$ cat config.mk
export PLATFORM = sky130hd
export DESIGN_NAME = tta_cfg
export DESIGN_NICKNAME = d
export VERILOG_FILES = /design/src/design/tta_pkg.sv /design/src/design/tta_cfg.sv
export SDC_FILE = /design/constraint.sdc
export NUM_CORES = 2
export LEC_CHECK = 0
export BUFFER_PORTS_ARGS = -buffer_cell sky130_fd_sc_hd__buf_2
export CORE_ASPECT_RATIO = 0.75
export CORE_MARGIN = 2
export CORE_UTILIZATION = 30
export CTS_CLUSTER_SIZE = 25
export DETAILED_ROUTE_END_ITERATION = 8
export GPL_TIMING_DRIVEN = 0
export PLACE_DENSITY = 0.46
export SLEW_MARGIN = 5
export SYNTH_ARGS = -nofsm -noshare
export SYNTH_HDL_FRONTEND = slang
export SYNTH_SLANG_ARGS = --single-unit
$ cat constraint.sdc
create_clock -name clk -period 13.2 [get_ports clk]
set_clock_uncertainty 0.1 [all_clocks]
set_input_delay 0.66 -clock clk [delete_from_list [all_inputs] [get_ports clk]]
set_output_delay 0.66 -clock clk [all_outputs]
set_load 0.01 [all_outputs]
$ cat src/design/tta_pkg.sv
// Shared types and constants for the tensor transpose address generator.
// No dependencies; imported by tta_cfg and tensor_transpose_address_gen.
`default_nettype none

package tta_pkg;

  localparam int DEF_MAX_RANK   = 6;
  localparam int DEF_INDEX_BITS = 32;

  localparam int FIELD_BITS    = 32;  // out_index and source_index
  localparam int STATUS_BITS   = 2;
  localparam int M_TDATA_BITS  = 40;  // 34 bits of fields filled up to bytes
  localparam int DIM_BITS      = 16;
  localparam int RANK_BITS     = 3;
  localparam int ORDER_BITS    = 18;
  localparam int AXIS_SEL_BITS = 3;
  localparam int AXIS_REGS     = 6;
  localparam int AXIS_SLOTS    = 8;
  localparam int CFG_IDX_BITS  = 3;
  localparam int CFG_DATA_BITS = 18;

  localparam logic [RANK_BITS-1:0]  RANK_RESET  = 3'd1;
  localparam logic [ORDER_BITS-1:0] ORDER_RESET = 18'd181896;

  typedef enum logic [STATUS_BITS-1:0] {
    ST_OK      = 2'd0,
    ST_RANGE   = 2'd1,
    ST_INVALID = 2'd2
  } status_t;

  typedef enum logic [CFG_IDX_BITS-1:0] {
    REG_RANK  = 3'd0,
    REG_ORDER = 3'd1,
    REG_DIM0  = 3'd2,
    REG_DIM1  = 3'd3,
    REG_DIM2  = 3'd4,
    REG_DIM3  = 3'd5,
    REG_DIM4  = 3'd6,
    REG_DIM5  = 3'd7
  } reg_index_t;

  typedef struct packed {
    logic busy;  // derived strides and count are being recomputed
    logic bad;   // rank, permutation or element count is unusable
  } cfg_stat_t;

endpackage

`default_nettype wire

$ cat src/design/tta_cfg.sv
// Configuration registers and the sequencer that derives element count and strides.
// Depends on tta_pkg.
`default_nettype none

module tta_cfg #(
  parameter int MAX_RANK   = tta_pkg::DEF_MAX_RANK,
  parameter int INDEX_BITS = tta_pkg::DEF_INDEX_BITS,
  parameter int STEP_BITS  = (MAX_RANK > 1) ? $clog2(MAX_RANK) : 1
) (
  input  wire logic                               clk,
  input  wire logic                               rst,
  input  wire logic                               cfg_valid,
  output logic                                    cfg_ready,
  input  wire logic [tta_pkg::CFG_IDX_BITS-1:0]   cfg_index,
  input  wire logic [tta_pkg::CFG_DATA_BITS-1:0]  cfg_data,
  output logic [tta_pkg::RANK_BITS-1:0]           rank,
  output logic [tta_pkg::AXIS_SEL_BITS-1:0]       perm [MAX_RANK],
  output logic [INDEX_BITS:0]                     count,
  output logic [INDEX_BITS:0]                     src_stride [MAX_RANK],
  output logic [INDEX_BITS:0]                     dst_stride [MAX_RANK],
  output tta_pkg::cfg_stat_t                      stat
);
  import tta_pkg::*;

  localparam int CNT_W  = INDEX_BITS + 1;
  localparam int PROD_W = CNT_W + DIM_BITS;
  localparam logic [PROD_W-1:0] LIMIT = PROD_W'(1) << INDEX_BITS;
  localparam logic [STEP_BITS-1:0] LAST_STEP = STEP_BITS'(MAX_RANK - 1);

  logic [RANK_BITS-1:0]  rank_r;
  logic [ORDER_BITS-1:0] order_r;
  logic [DIM_BITS-1:0]   dim_r [AXIS_REGS];
  logic [DIM_BITS-1:0]   dim_ext [AXIS_SLOTS];
  logic [AXIS_SEL_BITS-1:0] perm_w [MAX_RANK];

  logic                  busy;
  logic [STEP_BITS-1:0]  st;
  logic [STEP_BITS-1:0]  di;
  logic                  ovf;
  logic [CNT_W-1:0]      sacc;
  logic [CNT_W-1:0]      dacc;
  logic [PROD_W-1:0]     cprod;
  logic [PROD_W-1:0]     sprod;
  logic [PROD_W-1:0]     dprod;
  logic                  asc_live;
  logic                  desc_live;
  logic                  bad_perm;
  logic [AXIS_SLOTS-1:0] used;

  assign cfg_ready = 1'b1;

  always_comb begin
    for (int i = 0; i < AXIS_SLOTS; i++) begin
      dim_ext[i] = (i < AXIS_REGS) ? dim_r[i] : DIM_BITS'(1);
    end
  end

  // Output axes past the register's six entries read as source axis zero.
  for (genvar j = 0; j < MAX_RANK; j++) begin : g_perm
    if (j < AXIS_REGS) begin : g_reg
      assign perm_w[j] = order_r[AXIS_SEL_BITS*j +: AXIS_SEL_BITS];
    end else begin : g_zero
      assign perm_w[j] = '0;
    end
  end

  always_comb begin
    used     = '0;
    bad_perm = (rank_r == '0) || ({1'b0, rank_r} > 4'(MAX_RANK));
    for (int j = 0; j < MAX_RANK; j++) begin
      if (4'(j) < {1'b0, rank_r}) begin
        if ((perm_w[j] >= rank_r) || used[perm_w[j]]) begin
          bad_perm = 1'b1;
        end else begin
          used[perm_w[j]] = 1'b1;
        end
      end
    end
  end

  // The count is built from the outermost axis inward so that an overflow
  // before a zero extent still marks the shape invalid. Strides are built
  // from the innermost axis outward in the same steps.
  always_comb begin
    di        = LAST_STEP - st;
    asc_live  = !ovf && (4'(st) < {1'b0, rank_r});
    desc_live = 4'(di) < {1'b0, rank_r};
    cprod     = PROD_W'(count) * PROD_W'(dim_ext[AXIS_SEL_BITS'(st)]);
    sprod     = PROD_W'(sacc) * PROD_W'(dim_ext[AXIS_SEL_BITS'(di)]);
    dprod     = PROD_W'(dacc) * PROD_W'(dim_ext[perm_w[di]]);
  end

  always_ff @(posedge clk) begin
    if (rst) begin
      rank_r  <= RANK_RESET;
      order_r <= ORDER_RESET;
      for (int i = 0; i < AXIS_REGS; i++) begin
        dim_r[i] <= DIM_BITS'(1);
      end
      busy  <= 1'b1;
      st    <= '0;
      ovf   <= 1'b0;
      count <= CNT_W'(1);
      sacc  <= CNT_W'(1);
      dacc  <= CNT_W'(1);
    end else if (cfg_valid) begin
      unique case (reg_index_t'(cfg_index))
        REG_RANK:  rank_r  <= cfg_data[RANK_BITS-1:0];
        REG_ORDER: order_r <= cfg_data[ORDER_BITS-1:0];
        REG_DIM0, REG_DIM1, REG_DIM2, REG_DIM3, REG_DIM4, REG_DIM5: begin
          dim_r[CFG_IDX_BITS'(cfg_index - CFG_IDX_BITS'(REG_DIM0))] <= cfg_data[DIM_BITS-1:0];
        end
      endcase
      busy  <= 1'b1;
      st    <= '0;
      ovf   <= 1'b0;
      count <= CNT_W'(1);
      sacc  <= CNT_W'(1);
      dacc  <= CNT_W'(1);
    end else if (busy) begin
      if (asc_live) begin
        if (cprod > LIMIT) begin
          ovf <= 1'b1;
        end else begin
          count <= cprod[CNT_W-1:0];
        end
      end
      if (desc_live) begin
        src_stride[di] <= sacc;
        dst_stride[di] <= dacc;
        sacc <= sprod[CNT_W-1:0];
        dacc <= dprod[CNT_W-1:0];
      end else begin
        src_stride[di] <= CNT_W'(1);
        dst_stride[di] <= CNT_W'(1);
      end
      if (st == LAST_STEP) begin
        busy <= 1'b0;
      end else begin
        st <= st + STEP_BITS'(1);
      end
    end
  end

  assign rank      = rank_r;
  assign perm      = perm_w;
  assign stat.busy = busy;
  assign stat.bad  = bad_perm || ovf;

endmodule

`default_nettype wire

==> impl_metrics.json <==
{
  "synthArstFlopShare": 0,
  "area_growth_pct": 14.1,
  "fp-row-count": 151,
  "cts_buffers": 77,
  "grt_pass1_wl_um": 402000,
  "clock-sinks": 617,
  "cap_violations": 0,
  "clkTransAtPathRegs_ns": 0.06,
  "fin_cells": 10600,
  "timing.final.max_slew_violations": 0,
  "dieArea_um2": 230000,
  "routed_wl_um": 278000,
  "synthAdderAreaFrac": 0.367,
  "synth_area_per_cell_um2": 9.81,
  "fmax_mhz": 79.1,
  "grt_antenna_before_repair": 17,
  "reg2reg_depth": 33,
  "dieWidth_um": 553,
  "layout.area.seq_um2": 17300,
  "grt_pass1_vias": 54900,
  "cts.path.max_buffers": 3,
  "endpoint_kind": "register",
  "multi_input_area_um2": 44700,
  "cp_max_fo": 10,
  "grt_use_total": 0.240,
  "post-route-period-util": 0.958,
  "grt.overflow.total": 0,
  "synth_flop_cell": "edfxtp_1",
  "drt-initial-drc-count": 5394,
  "synth_area_um2": 67900,
  "fillers": 23000,
  "gp_congestion": 0.928,
  "layout-drive-gt1-share": 0.106,
  "synth_top_family_by_area": "adder cells",
  "root_buffer": "clkbuf_16",
  "hold_viol_final": 0,
  "ys_seq_area_frac": 0.255,
  "initial_core_util": 0.301,
  "synth_compound_area_frac": 0.101,
  "setup_viol": 0,
  "ios": 477,
  "critPathMaxStageDelay_ns": 1.08,
  "worstPathArrival_ns": 13.19,
  "p_int_mw": 4.84,
  "setup_ws_ns": 0.552,
  "synthMuxAreaShare": 0.0251,
  "worstReg2RegStart": "st[1]$_SDFFE_PP0P_",
  "r2r-end": "dacc[31]$_SDFFE_PP0P_",
  "synthesis.instances": 6917,
  "numPortBuffers": 474,
  "final_nets": 8875,
  "switching_share": 0.422,
  "syn_nets": 8288,
  "cts_tree": "done",
  "drt.antenna.violating_nets": 0,
  "h-tree-depth": 3,
  "synthSimpleGateAreaFrac": 0.145,
  "start_kind": "register",
  "synth_edf_count": 492,
  "dp_cells": 10400,
  "power_switching_mw": 3.54,
  "required_ns": 13.74,
  "cp_slowest_cell": "o221ai_1",
  "yosysTopAreaCellShare": 0.315,
  "vias": 54400,
  "holdPathEnd": "order_r[17]$_SDFFE_PP1P_",
  "cts_hold_buffers": 0,
  "wl_per_cell_um": 26.3,
  "status": "completed",
  "rrSetupSlack_ns": 0.55,
  "relSlewSlack": 0.0252,
  "synth_top_area_cell": "fa_1",
  "worst-setup-path-type": "register to register",
  "drc": 0,
  "synth_cell_types": 91,
  "irDropWorstVdd_mv": 0.140,
  "fin_total_pwr_mw": 8.38,
  "min_path_type": "primary input to register",
  "powerDensity_nw_per_um2": 108,
  "vias_per_cell": 5.15,
  "cp-startpoint": "st[1]$_SDFFE_PP0P_",
  "ys_seq_elements": 617,
  "setup_tns_ns": 0,
  "ys_top_cells_by_count": "nand2_1 (1,312), inv_1 (1,117), fa_1 (1,068), edfxtp_1 (492), clkbuf_1 (399)",
  "hp-start": "cfg_data[17]",
  "cellLeakagePower_nw": 32.4,
  "tightest_slew_ns": 1.46,
  "insertion_delay_ns": 0.72,
  "post-route-util": 0.343,
  "pre_cts_ws_ns": -0.455,
  "yosys_warnings": 0,
  "p_clk_frac": 0.264,
  "fin_crit_ns": 12.65,
  "crit_top_cell": "fa_1",
  "rsz0062_at_grt": "false",
  "fp.coreArea_um2": 225000,
  "grt_max_degree": 25,
  "hold_depth": 3,
  "firstDrtPassIters": 6,
  "pwr-share-comb": 0.454,
  "hpwlAfterDp_um": 221000,
  "synthXorXnorAreaFrac": 0.0195,
  "synth_area_leaders": "fa_1 (32%), edfxtp_1 (22%), nand2_1 (7.3%)",
  "synth.most_common_cell": "nand2_1",
  "die_h_um": 416,
  "seq_power_share": 0.282
}
## per-stage QoR
stage	cell area (um^2)	hold WS (ns)
5_1_grt	77400	0.106
3_5_place_dp	74700	0.450
2_1_floorplan	67900	0.352
6_report	77400	0.125
4_1_cts	77300	0.0690
3_3_place_gp	74000	0.455
## cell usage in the layout (no fill, tap or decap), drive strengths merged, types with 42 or more instances in the layout
cell and instances:
nand2 1312, inv 1123, fa 1068, buf 577, clkbuf 497, edfxtp 492, a22o 398, ha 279
and2 258, nor2 204, a21oi 186, nor2b 143, dfxtp 125, xnor2 118, o21ai 90, nand3 75
mux2i 71, a21o 53, nand2b 42
## layer usage
metal,vias to the layer above,track usage,routed length [um]
met5,-,0,33
met4,6,0.0800,10600
met3,367,0.0423,22200
met2,2389,0.353,118000
met1,28300,0.353,128000
li1,23300,-,-
## registers in the layout (all words and copies together) (netlist names)
register / cells
busy: 1
sacc: 33
dacc: 33
st: 3
dst_stride: 198
rank: 3
ovf: 1
count: 33
src_stride: 198
order_r: 18
dim_r: 96
## final cells by class
cell class	count	share of cell area
multi-input cells	4714	0.578
flip-flops and latches	617	0.223
inverters	1119	0.0543
well taps	2983	0.0482
repair buffers	508	0.0392
clock buffers	99	0.0263
plain buffers	467	0.0240
clock inverters	43	0.00684
diodes	11	0.000356
## what timing repair did
| item | in CTS | in global routing |
|---|---|---|
| setup endpoints to repair | 33 | 36 |
| buffers inserted | 0 | 2 |
| gates resized for setup | 5 | 32 |
| pin swaps | 0 | 1 |
| hold endpoints to repair | 0 | 0 |
## worst max-delay path, delay by kind of cell, from the launching register on
kind                       cells  cell delay (ns)
AOI/OAI and AO/OA             10             4.12
xor gates and xnor gates       1             0.19
adders and majority gates      8             3.48
buffers and inverters          7             1.90
DFF                            1             0.73
and+or+nand+nor                7             2.03
## how the worst max path moves through the flow
stage	to	slack (ns)	cells after the start
2_1_floorplan	count[10]$_SDFFE_PP0P_	3.86	38
3_3_place_gp	count[9]$_SDFFE_PP0P_	-0.48	38
4_1_cts	count[9]$_SDFFE_PP0P_	0.11	36
6_report	dacc[31]$_SDFFE_PP0P_	0.55	33
3_5_place_dp	count[9]$_SDFFE_PP0P_	-0.45	38
5_1_grt	dacc[31]$_SDFFE_PP0P_	0.08	36
## power groups by stage
stage	combinational [mW]	clock, mW	sequential (mW)
after floorplan	2.36	0	2.38
after global placement	3.66	0	2.41
after detailed placement	3.66	0	2.40
after CTS	3.73	2.24	2.36
after global routing	4.17	2.30	2.37
final	3.80	2.21	2.36
## cells by family after synthesis
family | Yosys count
muxes | 124
adders and majority gates | 1347
DFF | 617
AOI/OAI and AO/OA | 909
other | 1
and+or+nand+nor | 2182
xor gates and xnor gates | 151
buffers and inverters | 1586
Power figures use the tool's default switching activity.
